`config.mk`:
```
export PLATFORM = sky130hd
export DESIGN_NAME = cartridge_bank_switch_scanline_irq_core
export DESIGN_NICKNAME = d
export VERILOG_FILES = /design/src/rtl/cbsi_pkg.sv /design/src/rtl/cbsi_front.sv /design/src/rtl/cbsi_jobq.sv /design/src/rtl/cbsi_back.sv /design/src/rtl/cartridge_bank_switch_scanline_irq_core.sv
export SDC_FILE = /design/constraint.sdc
export NUM_CORES = 1
export LEC_CHECK = 0
export ABC_AREA = 0
export BUFFER_PORTS_ARGS = -buffer_cell sky130_fd_sc_hd__buf_4
export CORE_UTILIZATION = 25
export DETAILED_ROUTE_END_ITERATION = 8
export GPL_TIMING_DRIVEN = 0
export SLEW_MARGIN = 20
export SYNTH_ARGS = -nofsm -noshare
export SYNTH_HDL_FRONTEND = slang
export SYNTH_HIERARCHICAL = 1
export SYNTH_SLANG_ARGS = --single-unit
export TNS_END_PERCENT = 20
```
`constraint.sdc`:
```
create_clock -name clk_i -period 3.46 [get_ports clk_i]
set_clock_uncertainty 0.05 [all_clocks]
set_input_delay 0.519 -clock clk_i [delete_from_list [all_inputs] [get_ports clk_i]]
set_output_delay 0.519 -clock clk_i [all_outputs]
set_load 0.005 [all_outputs]
```
`src/rtl/cbsi_pkg.sv`:
```
// Package for the scanline IRQ bank switcher: item and result structs,
// job records passed from front to back, address and command codes.
// No dependencies.
package cbsi_pkg;

  // Input item and result item
  typedef struct packed {
    logic [1:0]  opcode;
    logic [15:0] bus_address;
    logic [7:0]  bus_data;
    logic [8:0]  scanline;
    logic        rendering_on;
  } in_item_t;

  typedef struct packed {
    logic        bank_valid;
    logic        bank_is_pattern;
    logic [2:0]  bank_slot;
    logic [10:0] bank_page;
    logic        irq_request;
    logic        last_result;
  } out_item_t;

  // Configuration register indexes
  localparam logic CFG_PRG_COUNT = 1'b0;
  localparam logic CFG_CHR_COUNT = 1'b1;

  typedef struct packed {
    logic [7:0] prg_count;
    logic [7:0] chr_count;
  } cfg_t;

  // Opcodes
  localparam logic [1:0] OP_MAPPER = 2'd0;
  localparam logic [1:0] OP_EXPAN  = 2'd1;
  localparam logic [1:0] OP_TICK   = 2'd2;
  localparam logic [1:0] OP_INIT   = 2'd3;

  // Mapper register addresses
  localparam logic [15:0] ADDR_CMD      = 16'h8000;
  localparam logic [15:0] ADDR_BANK     = 16'h8001;
  localparam logic [15:0] ADDR_IRQ_CNT  = 16'hC000;
  localparam logic [15:0] ADDR_IRQ_LAT  = 16'hC001;
  localparam logic [15:0] ADDR_IRQ_OFF  = 16'hE000;
  localparam logic [15:0] ADDR_IRQ_ON   = 16'hE001;
  localparam logic [7:0]  EXPAN_PAGE    = 8'h41;

  // Bank commands
  localparam logic [7:0] CMD_CHR01 = 8'h40;
  localparam logic [7:0] CMD_CHR23 = 8'h41;
  localparam logic [7:0] CMD_CHR4  = 8'h42;
  localparam logic [7:0] CMD_CHR5  = 8'h43;
  localparam logic [7:0] CMD_CHR6  = 8'h44;
  localparam logic [7:0] CMD_CHR7  = 8'h45;
  localparam logic [7:0] CMD_PRG2  = 8'h46;
  localparam logic [7:0] CMD_PRG1  = 8'h47;

  localparam logic [8:0] LAST_VISIBLE_LINE = 9'd239;

  // Work handed from front to back
  typedef enum logic [2:0] {
    JOB_CHR_PAIR,
    JOB_CHR_ONE,
    JOB_PRG_ONE,
    JOB_PRG_GROUP,
    JOB_INIT,
    JOB_IRQ
  } job_kind_e;

  typedef struct packed {
    job_kind_e  kind;
    logic [2:0] slot;
    logic [7:0] data;
  } job_t;

  // Job queue status seen by front and back
  typedef struct packed {
    logic full;
    logic empty;
  } jq_stat_t;

endpackage

```
`src/rtl/cbsi_front.sv`:
```
// Front end: configuration registers, command and IRQ counter state,
// decode of each accepted item into a job. Depends on cbsi_pkg.
module cbsi_front (
  input  logic              clk_i,
  input  logic              rst_ni,
  input  logic              cfg_we_i,
  input  logic              cfg_idx_i,
  input  logic [7:0]        cfg_data_i,
  input  logic              accept_i,
  input  cbsi_pkg::in_item_t item_i,
  output cbsi_pkg::cfg_t    cfg_o,
  output logic              job_push_o,
  output cbsi_pkg::job_t    job_o
);
  import cbsi_pkg::*;

  cfg_t       cfg_q, cfg_d;
  logic [7:0] cmd_q, cmd_d;
  logic [7:0] cnt_q, cnt_d;
  logic [7:0] lat_q, lat_d;
  logic       en_q, en_d;
  logic       prg_ok, chr_ok;
  logic [7:0] cnt_dec;

  assign prg_ok  = (cfg_q.prg_count != 8'd0);
  assign chr_ok  = (cfg_q.chr_count != 8'd0);
  assign cnt_dec = cnt_q - 8'd1;
  assign cfg_o   = cfg_q;

  // Decode and state update
  always_comb begin
    cfg_d      = cfg_q;
    cmd_d      = cmd_q;
    cnt_d      = cnt_q;
    lat_d      = lat_q;
    en_d       = en_q;
    job_push_o = 1'b0;
    job_o.kind = JOB_IRQ;
    job_o.slot = 3'd0;
    job_o.data = item_i.bus_data;

    if (cfg_we_i) begin
      if (cfg_idx_i == CFG_PRG_COUNT) cfg_d.prg_count = cfg_data_i;
      else                            cfg_d.chr_count = cfg_data_i;
    end

    if (accept_i) begin
      unique case (item_i.opcode)
        OP_MAPPER: begin
          unique case (item_i.bus_address)
            ADDR_CMD:     cmd_d = item_i.bus_data;
            ADDR_IRQ_CNT: cnt_d = item_i.bus_data;
            ADDR_IRQ_LAT: lat_d = item_i.bus_data;
            ADDR_IRQ_OFF: en_d  = 1'b0;
            ADDR_IRQ_ON:  en_d  = 1'b1;
            ADDR_BANK: begin
              unique case (cmd_q)
                CMD_CHR01, CMD_CHR23: begin
                  // pair starts at slot 0 or 2
                  job_push_o = chr_ok;
                  job_o.kind = JOB_CHR_PAIR;
                  job_o.slot = {1'b0, cmd_q[0], 1'b0};
                end
                CMD_CHR4, CMD_CHR5, CMD_CHR6, CMD_CHR7: begin
                  job_push_o = chr_ok;
                  job_o.kind = JOB_CHR_ONE;
                  job_o.slot = cmd_q[2:0] + 3'd2;
                end
                CMD_PRG2: begin
                  job_push_o = prg_ok;
                  job_o.kind = JOB_PRG_ONE;
                  job_o.slot = 3'd2;
                end
                CMD_PRG1: begin
                  job_push_o = prg_ok;
                  job_o.kind = JOB_PRG_ONE;
                  job_o.slot = 3'd1;
                end
                default: ;
              endcase
            end
            default: ;
          endcase
        end
        OP_EXPAN: begin
          if (item_i.bus_address[15:8] == EXPAN_PAGE) begin
            job_push_o = prg_ok;
            job_o.kind = JOB_PRG_GROUP;
          end
        end
        OP_TICK: begin
          if (en_q && item_i.rendering_on &&
              (item_i.scanline <= LAST_VISIBLE_LINE)) begin
            if (cnt_dec == 8'd0) begin
              cnt_d      = lat_q;
              job_push_o = 1'b1;
              job_o.kind = JOB_IRQ;
            end else begin
              cnt_d = cnt_dec;
            end
          end
        end
        OP_INIT: begin
          cnt_d      = 8'd0;
          lat_d      = 8'd0;
          en_d       = 1'b0;
          job_push_o = prg_ok || chr_ok;
          job_o.kind = JOB_INIT;
        end
        default: ;
      endcase
    end
  end

  always_ff @(posedge clk_i or negedge rst_ni) begin
    if (!rst_ni) begin
      cfg_q.prg_count <= 8'd2;
      cfg_q.chr_count <= 8'd0;
      cmd_q           <= 8'd0;
      cnt_q           <= 8'd0;
      lat_q           <= 8'd0;
      en_q            <= 1'b0;
    end else begin
      cfg_q <= cfg_d;
      cmd_q <= cmd_d;
      cnt_q <= cnt_d;
      lat_q <= lat_d;
      en_q  <= en_d;
    end
  end

endmodule

```
`src/rtl/cbsi_jobq.sv`:
```
// Two-entry job queue between front and back.
// Depends on cbsi_pkg.
module cbsi_jobq (
  input  logic              clk_i,
  input  logic              rst_ni,
  input  logic              push_i,
  input  cbsi_pkg::job_t    job_i,
  input  logic              pop_i,
  output cbsi_pkg::job_t    job_o,
  output cbsi_pkg::jq_stat_t stat_o
);
  import cbsi_pkg::*;

  job_t       mem_q [2];
  logic       wptr_q, rptr_q;
  logic [1:0] cnt_q;

  assign job_o        = mem_q[rptr_q];
  assign stat_o.full  = (cnt_q == 2'd2);
  assign stat_o.empty = (cnt_q == 2'd0);

  // Storage
  always_ff @(posedge clk_i) begin
    if (push_i) mem_q[wptr_q] <= job_i;
  end

  // Pointers and fill count
  always_ff @(posedge clk_i or negedge rst_ni) begin
    if (!rst_ni) begin
      wptr_q <= 1'b0;
      rptr_q <= 1'b0;
      cnt_q  <= 2'd0;
    end else begin
      if (push_i) wptr_q <= ~wptr_q;
      if (pop_i)  rptr_q <= ~rptr_q;
      case ({push_i, pop_i})
        2'b10:   cnt_q <= cnt_q + 2'd1;
        2'b01:   cnt_q <= cnt_q - 2'd1;
        default: cnt_q <= cnt_q;
      endcase
    end
  end

endmodule

```
`src/rtl/cbsi_back.sv`:
```
// Back end: expands a job into its results, runs the bit-serial page
// remainder unit and holds the output register. Depends on cbsi_pkg.
module cbsi_back (
  input  logic                clk_i,
  input  logic                rst_ni,
  input  cbsi_pkg::cfg_t      cfg_i,
  input  cbsi_pkg::job_t      job_i,
  input  cbsi_pkg::jq_stat_t  jq_i,
  output logic                jq_pop_o,
  output logic                empty,
  input  logic                pop,
  output cbsi_pkg::out_item_t out_item_o
);
  import cbsi_pkg::*;

  typedef enum logic [1:0] {S_IDLE, S_STEP, S_DIV, S_OUT} state_e;

  state_e     state_q;
  job_t       job_q;
  logic [3:0] idx_q;
  logic [7:0] dvd_q;
  logic [7:0] rem_q;
  logic [2:0] bit_q;
  logic [2:0] low_q;
  logic       chr_q;
  logic [2:0] slot_q;
  logic       last_q;
  out_item_t  pend_q;
  out_item_t  res_q;
  logic       res_vld_q;

  // Per-step result description
  logic       s_chr, s_mod, s_irq, s_last;
  logic [2:0] s_slot;
  logic [8:0] s_val;
  logic [10:0] s_page;
  logic [3:0] idx_m4;
  logic [8:0] prg_n;

  assign idx_m4 = idx_q - 4'd4;
  assign prg_n  = {cfg_i.prg_count, 1'b0};

  always_comb begin
    s_chr  = 1'b0;
    s_mod  = 1'b1;
    s_irq  = 1'b0;
    s_last = 1'b1;
    s_slot = job_q.slot;
    s_val  = {1'b0, job_q.data};
    s_page = 11'd0;
    unique case (job_q.kind)
      JOB_CHR_PAIR: begin
        s_chr  = 1'b1;
        s_slot = job_q.slot + {2'b00, idx_q[0]};
        s_val  = {1'b0, job_q.data} + {8'd0, idx_q[0]};
        s_last = idx_q[0];
      end
      JOB_CHR_ONE: s_chr = 1'b1;
      JOB_PRG_ONE: ;
      JOB_PRG_GROUP: begin
        s_slot = {1'b0, idx_q[1:0]};
        s_val  = {5'd0, job_q.data[5:4], idx_q[1:0]};
        s_last = (idx_q[1:0] == 2'd3);
      end
      JOB_INIT: begin
        s_mod = 1'b0;
        if (!idx_q[3] && !idx_q[2]) begin
          s_slot = {1'b0, idx_q[1:0]};
          s_last = (idx_q[1:0] == 2'd3) && (cfg_i.chr_count == 8'd0);
          case (idx_q[1:0])
            2'd0:    s_page = 11'd0;
            2'd1:    s_page = 11'd1;
            2'd2:    s_page = {2'b00, prg_n - 9'd2};
            default: s_page = {2'b00, prg_n - 9'd1};
          endcase
        end else begin
          s_chr  = 1'b1;
          s_slot = idx_m4[2:0];
          s_page = {8'd0, idx_m4[2:0]};
          s_last = (idx_q == 4'd11);
        end
      end
      JOB_IRQ: begin
        s_mod  = 1'b0;
        s_irq  = 1'b1;
        s_slot = 3'd0;
      end
      default: ;
    endcase
  end

  // Remainder step: shift in one dividend bit, subtract if it fits
  logic [7:0] divisor;
  logic [8:0] trial;
  logic [7:0] rem_nx;
  logic [10:0] div_page;

  assign divisor  = chr_q ? cfg_i.chr_count : cfg_i.prg_count;
  assign trial    = {rem_q, dvd_q[7]};
  assign rem_nx   = (trial >= {1'b0, divisor}) ? 8'(trial - {1'b0, divisor})
                                              : trial[7:0];
  assign div_page = chr_q ? {rem_nx, low_q} : {2'b00, rem_nx, low_q[0]};

  logic out_free;
  logic res_load;
  assign out_free   = !res_vld_q || pop;
  assign res_load   = (state_q == S_OUT) && out_free;
  assign jq_pop_o   = (state_q == S_IDLE) && !jq_i.empty;
  assign empty      = !res_vld_q;
  assign out_item_o = res_q;

  // Sequencer, divider registers and output register
  always_ff @(posedge clk_i or negedge rst_ni) begin
    if (!rst_ni) begin
      state_q   <= S_IDLE;
      res_vld_q <= 1'b0;
      idx_q     <= 4'd0;
      bit_q     <= 3'd0;
    end else begin
      // output valid: set on load, cleared when taken
      if (res_load)              res_vld_q <= 1'b1;
      else if (pop && res_vld_q) res_vld_q <= 1'b0;
      unique case (state_q)
        S_IDLE: begin
          if (!jq_i.empty) begin
            job_q   <= job_i;
            idx_q   <= ((job_i.kind == JOB_INIT) && (cfg_i.prg_count == 8'd0))
                       ? 4'd4 : 4'd0;
            state_q <= S_STEP;
          end
        end
        S_STEP: begin
          slot_q <= s_slot;
          chr_q  <= s_chr;
          last_q <= s_last;
          if (s_mod) begin
            dvd_q   <= s_chr ? {2'b00, s_val[8:3]} : {1'b0, s_val[7:1]};
            low_q   <= s_val[2:0];
            rem_q   <= 8'd0;
            bit_q   <= 3'd0;
            state_q <= S_DIV;
          end else begin
            pend_q.bank_valid      <= !s_irq;
            pend_q.bank_is_pattern <= s_chr;
            pend_q.bank_slot       <= s_slot;
            pend_q.bank_page       <= s_page;
            pend_q.irq_request     <= s_irq;
            pend_q.last_result     <= s_last;
            state_q                <= S_OUT;
          end
        end
        S_DIV: begin
          rem_q <= rem_nx;
          dvd_q <= {dvd_q[6:0], 1'b0};
          bit_q <= bit_q + 3'd1;
          if (bit_q == 3'd7) begin
            pend_q.bank_valid      <= 1'b1;
            pend_q.bank_is_pattern <= chr_q;
            pend_q.bank_slot       <= slot_q;
            pend_q.bank_page       <= div_page;
            pend_q.irq_request     <= 1'b0;
            pend_q.last_result     <= last_q;
            state_q                <= S_OUT;
          end
        end
        S_OUT: begin
          if (out_free) begin
            res_q   <= pend_q;
            idx_q   <= idx_q + 4'd1;
            state_q <= pend_q.last_result ? S_IDLE : S_STEP;
          end
        end
        default: state_q <= S_IDLE;
      endcase
    end
  end

endmodule

```
`src/rtl/cartridge_bank_switch_scanline_irq_core.sv`:
```
// Top level of the scanline IRQ cartridge bank switcher: front decode,
// job queue and back sequencer. Depends on cbsi_pkg and the cbsi_* modules.
//
// Items enter through push/full and results leave through empty/pop, in
// order. The front takes one item per cycle while the two-entry job queue
// has room; items that cause no result (register writes, ticks without an
// interrupt) push no job. Each bank result that needs a page remainder
// passes through the back end in a setup step, eight steps of the shared
// bit-serial remainder unit and an output step; init pages and the IRQ
// result take a setup step and an output step only. Configuration is
// written through cfg_we_i/cfg_idx_i/cfg_data_i and is registered before
// it takes effect; write it only while the block is idle.
module cartridge_bank_switch_scanline_irq_core (
  input  logic                clk_i,
  input  logic                rst_ni,
  input  logic                cfg_we_i,
  input  logic                cfg_idx_i,
  input  logic [7:0]          cfg_data_i,
  input  logic                push,
  output logic                full,
  input  cbsi_pkg::in_item_t  in_item_i,
  output logic                empty,
  input  logic                pop,
  output cbsi_pkg::out_item_t out_item_o
);
  import cbsi_pkg::*;

  cfg_t     cfg;
  logic     accept;
  logic     job_push;
  job_t     job_in;
  job_t     job_head;
  logic     job_pop;
  jq_stat_t jq_stat;

  assign full   = jq_stat.full;
  assign accept = push && !jq_stat.full;

  cbsi_front u_front (
    .clk_i      (clk_i),
    .rst_ni     (rst_ni),
    .cfg_we_i   (cfg_we_i),
    .cfg_idx_i  (cfg_idx_i),
    .cfg_data_i (cfg_data_i),
    .accept_i   (accept),
    .item_i     (in_item_i),
    .cfg_o      (cfg),
    .job_push_o (job_push),
    .job_o      (job_in)
  );

  cbsi_jobq u_jobq (
    .clk_i  (clk_i),
    .rst_ni (rst_ni),
    .push_i (job_push),
    .job_i  (job_in),
    .pop_i  (job_pop),
    .job_o  (job_head),
    .stat_o (jq_stat)
  );

  cbsi_back u_back (
    .clk_i      (clk_i),
    .rst_ni     (rst_ni),
    .cfg_i      (cfg),
    .job_i      (job_head),
    .jq_i       (jq_stat),
    .jq_pop_o   (job_pop),
    .empty      (empty),
    .pop        (pop),
    .out_item_o (out_item_o)
  );

endmodule

```
==> flow_summary.toml, run 1 <==
[outcome]
outcome = "finished, final reports clean"

[global_route]
antenna_found_initial = 0
grt_usage_pct = 10.7
grt_max_degree = 60
grt_pass1_vias = 5318
grt_pass1_wl_um = 28500
grt_overflow_total = 0

[route]
firstDrtPassIters = 5
drt-total-wl_um = 17700
vias = 5638
drt-initial-drc-count = 414
wl_per_cell_um = 14.3
drc = 0
drtAntennaViolNets = 0
viasPerCell = 4.57

[logic_synthesis]
seq_area_frac_synth_pct = 52.9
post-synth-top-area-cell = "edfxtp_1"
syn_nets = 773
synthDistinctLibCells = 91
synth_top_area_share_pct = 36.5
async_flop_share_pct = 35.0
ys_ff_latch = 157
synth.avg_cell_area_sq_um = 12.1
synth_cells = 691
ys.flop_type = "edfxtp_1"
synth_edf_count = 102
ys_warn_count = 6
synth_area_leaders = "edfxtp_1, dfrtp_1, mux2_2"
synthesis.area_sq_um = 8390

[worst_setup_path]
critPathRequiredTime_ns = 3.57
cp.arrival_ns = 3.46
worstSetupPathType = "reg -> reg"
cp_max_fo = 10
endpoint_kind = "flop"
start_kind = "flop"

[placement]
dpl_cell_area_sq_um = 9480
numPortBuffers = 65
dpl.cell_count = 1202
dpl.hpwl_um = 13200
gp_congestion = 0.845

[timing]
min_period_ns = 3.34
final-max-slew-violation-count = 0
period_share_pct = 96.6
max_slew_margin_pct = 29.4
max_slew.worst_pin.slew_ns = 1.05
hold_viol_final = 0
setup_viol = 0
grt_setup_unrepaired = "false"
timing.fmax_ghz = 0.299

[final_layout]
finalNetCount = 861
antenna_cells = 0
final_cell_area_sq_um = 10000
syn_to_final_growth_pct = 19.5
mostFrequentLayoutCell = "edfxtp_1"
drive_gt1_share_pct = 26.3
final_cells = 1234
mostFrequentLayoutCells = "edfxtp_1, buf_4, dfrtp_1, nand2_1, mux2_2"

[clock_tree]
clockBufferDepth = 2
htreeDepth = 4
insertion_delay_ns = 0.42
cts-buffers-inserted = 17
cts_tree = "done"
path_clk_slew_ns = 0.06
cts_root_buffer = "clkbuf_16"
clock-sinks = 157

[die]
design.core.area_sq_um = 32800
die_h_um = 185
die_area_sq_um = 34300
die_w_um = 185
ioPinCount = 70
core.rowCount = 66
start_util_pct = 25.6

[pwr]
leakage_nw = 3.97
ir_drop_v = 0.000370
p_per_area_nw_per_um2 = 725

[job]
cap_violations = 0

[worst_hold_path]
worstHoldPathType = "in -> async"
cell families after synthesis:
family	share of synthesized area (%)
AND/OR/NAND/NOR	14.2
flip-flops	52.9
AO/OA/AOI/OAI	11.1
multiplexers	10.9
buffers and inverters	4.06
adder cells (fa/ha/maj)	4.86
XOR/XNOR	1.98
state kept, by name, indices dropped and copies added, names as in the netlist:
| register | cells |
|---|---|
| u_back/dvd_q | 8 |
| u_back/last_q | 1 |
| u_back/low_q | 3 |
| u_back/bit_q | 3 |
| u_front/cfg_o | 16 |
| u_front/lat_q | 8 |
| u_back/job_q | 14 |
| u_front/en_q | 1 |
| u_jobq/cnt_q | 2 |
| u_back/rem_q | 8 |
| u_back/res_vld_q | 1 |
| u_back/slot_q | 3 |
| u_back/chr_q | 1 |
| u_jobq/wptr_q | 1 |
| u_jobq/mem_q | 28 |
| u_back/out_item_o | 18 |
| u_back/idx_q | 4 |
| u_back/state_q | 2 |
| u_front/cmd_q | 8 |
| u_back/pend_q | 18 |
| u_jobq/rptr_q | 1 |
| u_front/cnt_q | 8 |
routing by layer:
metal,GRT usage [%],vias up,routed length (um)
met5,0,-,0
met1,14.8,2733,8660
met4,3.17,0,242
met2,16.7,129,8030
li1,-,2759,-
met3,2.40,17,759
where the power goes:
part           leakage [nW]  internal [mW]  total, mW  switching (mW)
clock                 0.258          0.926       1.71           0.784
combinational          2.09           1.19       2.64            1.45
sequential             1.62           2.60       2.92           0.319
total                  3.97           4.71       7.27            2.56
synth_stat cells, drive strengths merged (5+ instances only):
library cell,number
nor2b,22
a22o,6
a211oi,5
edfxtp,102
ha,31
dfrtp,54
and2,7
nor3,15
mux2i,21
a21o,11
nand2,52
o21ai,32
a21oi,14
nor4,13
xnor2,9
nor2,46
buf,19
clkbuf,12
inv,31
xor2,10
nand3,18
and3,11
mux2,53
a31oi,5
worst max-delay path, stage by stage, from the launching register on:
cell,delay (ns)
edfxtp_1,0.32
clkbuf_1,0.29
clkbuf_2,0.34
o21ai_0,0.14
ha_1,0.24
fa_1,0.42
nor2b_1,0.22
o21ai_2,0.10
xnor2_1,0.16
mux4_1,0.52
a22o_1,0.28
layout make-up:
cell class	instances	area, sq um
fill	3344	22800
sequential	157	4440
multi-input combinational	470	3620
tap	442	553
timing repair buffer	69	526
clock buffer	17	425
buffer	31	218
inverter	33	124
clock inverter	15	114
per-stage QoR:
stage	utilization [%]	TNS [ns]	hold WS, ns	setup WS, ns	power, mW
finish	30.6	0	0.137	0.118	7.27
global route	30.6	0	0.189	0.00904	7.74
CTS	30.6	0	0.153	0.0938	7.33
detailed placement	28.9	-0.101	0.355	-0.101	5.58
global placement	28.8	-9.56	0.356	-0.383	5.50
floorplan	-	0	0.173	0.415	4.82
what timing repair did:
item,in CTS,in global routing
resized for setup,1,1
hold endpoints to repair,0,0
pin swaps,0,0
hold buffers,0,0
setup buffers,0,0
setup endpoints to repair,1,14
path summary, 6_finish.rpt:
check / endpoint / start / slack (ns) / depth (start not counted)
max: u_back/pend_q[7] / u_back/chr_q / 0.12 / 10
min: u_jobq/wptr_q / rst_ni / 0.14 / 1
max reg2reg: u_back/pend_q[7] / u_back/chr_q / 0.12 / 10
min reg2reg: u_back/out_item_o[4] / u_back/pend_q[4] / 0.37 / 0
max in group asynchronous: u_back/bit_q[2] / rst_ni / 2.73 / 1
min in group clk_i: u_back/res_vld_q / pop / 0.25 / 2
(Power assumes the default switching activity.)
==> run 2, diff against run 1 <==
- RECOVER_POWER: unset -> 100
- SYNTH_HIERARCHICAL: 1 -> unset
==> flow_summary.toml, run 2 <==
[worst_setup_path]
worstSetupPathType = "reg -> reg"
start_kind = "flop"
crit_chain = "buf_2 > mux2i_1 > ha_1 > a21oi_1 > o21ai_0 > a221oi_4 > buf_4 > mux2i_1 > o221ai_1"
critPathRequiredTime_ns = 3.54
critPathTopFamily = "compound AO/OA/AOI/OAI gates"
cp_max_fo = 10
slowest_delay_ns = 0.43
cp_common_cell = "mux2i_1"
cpMaxStageDelayCell = "edfxtp_1"
cp.arrival_ns = 3.34
worst-path-buf-inv = 2
endpoint_kind = "flop"

[die]
ioPinCount = 70
die_w_um = 185
design.core.area_sq_um = 32700
die_area_sq_um = 34200
core.rowCount = 66
start_util_pct = 25.6
die_h_um = 185

[logic_synthesis]
async_flop_share_pct = 35.0
synthDistinctLibCells = 85
ys_ff_latch = 157
synth_top_area_share_pct = 36.6
synth_area_leaders = "edfxtp_1, dfrtp_1, mux2_2"
synthesis.area_sq_um = 8370
ys_warn_count = 0
post-synth-top-area-cell = "edfxtp_1"
ys_top_cells_by_count = "edfxtp_1, nor2_1, dfrtp_1"
ys.flop_type = "edfxtp_1"
seq_area_frac_synth_pct = 53.0
yosys.cell_count.top_type = "edfxtp_1"
synth_edf_count = 102
synth.avg_cell_area_sq_um = 11.6
syn_nets = 805
synth_cells = 723

[timing]
worst_slack_ns = 0.200
min_period_ns = 3.26
final.setup.tns_ns = 0
hold_viol_final = 0
max_slew.worst_pin.slew_ns = 1.56
timing.fmax_ghz = 0.307
grt_setup_unrepaired = "false"
setup_viol = 0
period_share_pct = 94.2
max_slew_margin_pct = -4.31
final-max-slew-violation-count = 59

[placement]
gp_congestion = 0.828
dp_slack_ns = -0.0769
numPortBuffers = 65
dpl_cell_area_sq_um = 9470
dpl.hpwl_um = 13800

[global_route]
grt_usage_pct = 11.2
antenna_found_initial = 0
grt_pass1_wl_um = 30000
grt_pass1_vias = 5674
grt_overflow_total = 0
grt_max_degree = 59

[pwr]
pwr-share-comb_pct = 35.1
p_sw_mw = 2.57
internal_power_mw = 4.77
ir_drop_v = 0.000404
pwr-share-seq_pct = 39.2
leakage_nw = 3.74
clkPwrFrac_pct = 25.7
p_per_area_nw_per_um2 = 736
swShare_pct = 35.0

[final_layout]
drive_gt1_share_pct = 19.4
antenna_cells = 0
mostFrequentLayoutCells = "edfxtp_1, nor2_1, dfrtp_1, nand2_1, mux2_2"
finalNetCount = 895
largest_reg_flops = 28
syn_to_final_growth_pct = 19.2
final_cell_area_sq_um = 9980
mostFrequentLayoutCell = "edfxtp_1"
nFillCells = 3376
top_register = "u_jobq.mem_q"

[clock_tree]
clockBufferDepth = 2
cts_root_buffer = "clkbuf_16"
htreeDepth = 4
clock-sinks = 157
insertion_delay_ns = 0.43
cts-buffers-inserted = 17
path_clk_slew_ns = 0.06
cts_tree = "done"

[route]
drtAntennaViolNets = 0
drt-initial-drc-count = 494
wl_per_cell_um = 14.7
firstDrtPassIters = 4
drc = 0
viasPerCell = 4.68
drt-total-wl_um = 18600
vias = 5937

[outcome]
outcome = "finished, violations left"
violations = "max-capacitance violations, max-slew violations"

[job]
cap_violations = 1

[worst_hold_path]
worstHoldPathType = "in -> reg"
[run 2: worst paths after layout]
path	from	endpoint	slack [ns]	cells past startpoint
setup / recovery	u_back.chr_q	u_back.pend_q[8]	0.20	9
hold / removal	cfg_data_i[1]	u_front.cfg_o[9]	0.26	3
setup reg to reg	u_back.chr_q	u_back.pend_q[8]	0.20	9
hold reg to reg	u_back.pend_q[10]	u_back.out_item_o[10]	0.37	0
max in group asynchronous	rst_ni	u_back.bit_q[2]	2.00	1
min in group asynchronous	rst_ni	u_front.lat_q[0]	0.44	1
[run 2: power by group through the flow]
stage               logic [mW]  clock network, mW  registers, mW
detailed placement        2.62                  0           2.91
CTS                       2.63               1.92           2.88
floorplan                 1.90                  0           2.83
finish                    2.58               1.89           2.88
global placement          2.52                  0           2.92
global route              2.88               1.99           2.93
[run 2: repair_timing]
item	CTS	global route
setup endpoints to repair	7	5
cloned	0	0
pin swaps	0	1
setup buffers	0	3
hold buffers	0	0
gates resized for setup	1	0
[run 2: worst min-delay path, stage by stage]
cell and delay, ns:
buf_4 0.09, nand2_1 0.04, o21ai_0 0.06
[run 2: area by class of cell]
type | instances | area [sq um] | area share, %
sequential | 157 | 4440 | 44.5
multi-input combinational | 500 | 3660 | 36.7
tap | 442 | 553 | 5.54
timing repair buffer | 71 | 477 | 4.78
clock buffer | 21 | 440 | 4.41
inverter | 41 | 154 | 1.54
clock inverter | 11 | 143 | 1.43
buffer | 25 | 111 | 1.12
[run 2: metal layers]
metal	global-route usage, %	vias up	wire, um
met5	0	-	0
met4	3.44	0	249
met3	2.28	17	789
met2	17.3	144	8430
met1	15.6	2887	9160
li1	-	2889	-
[run 2: logic make-up after synthesis]
kind of cell               after synthesis  synth area share [%]
AOI/OAI and AO/OA                      141                  12.6
xor gates and xnor gates                18                  1.88
adders and majority gates               32                  4.87
buffers and inverters                   66                  3.17
DFF                                    157                  53.0
muxes                                   71                  9.25
and+or+nand+nor                        238                  15.2
[run 2: metrics by stage]
step / utilization, % / cells / power, mW / hold WS [ns]
final: 30.5 / 1268 / 7.34 / 0.257
after global routing: 30.5 / 1268 / 7.81 / 0.271
after CTS: 30.8 / 1265 / 7.43 / 0.146
after detailed placement: 29.0 / 1233 / 5.53 / 0.355
after global placement: 28.8 / 1230 / 5.44 / 0.358
after floorplan: - / 723 / 4.73 / 0.173
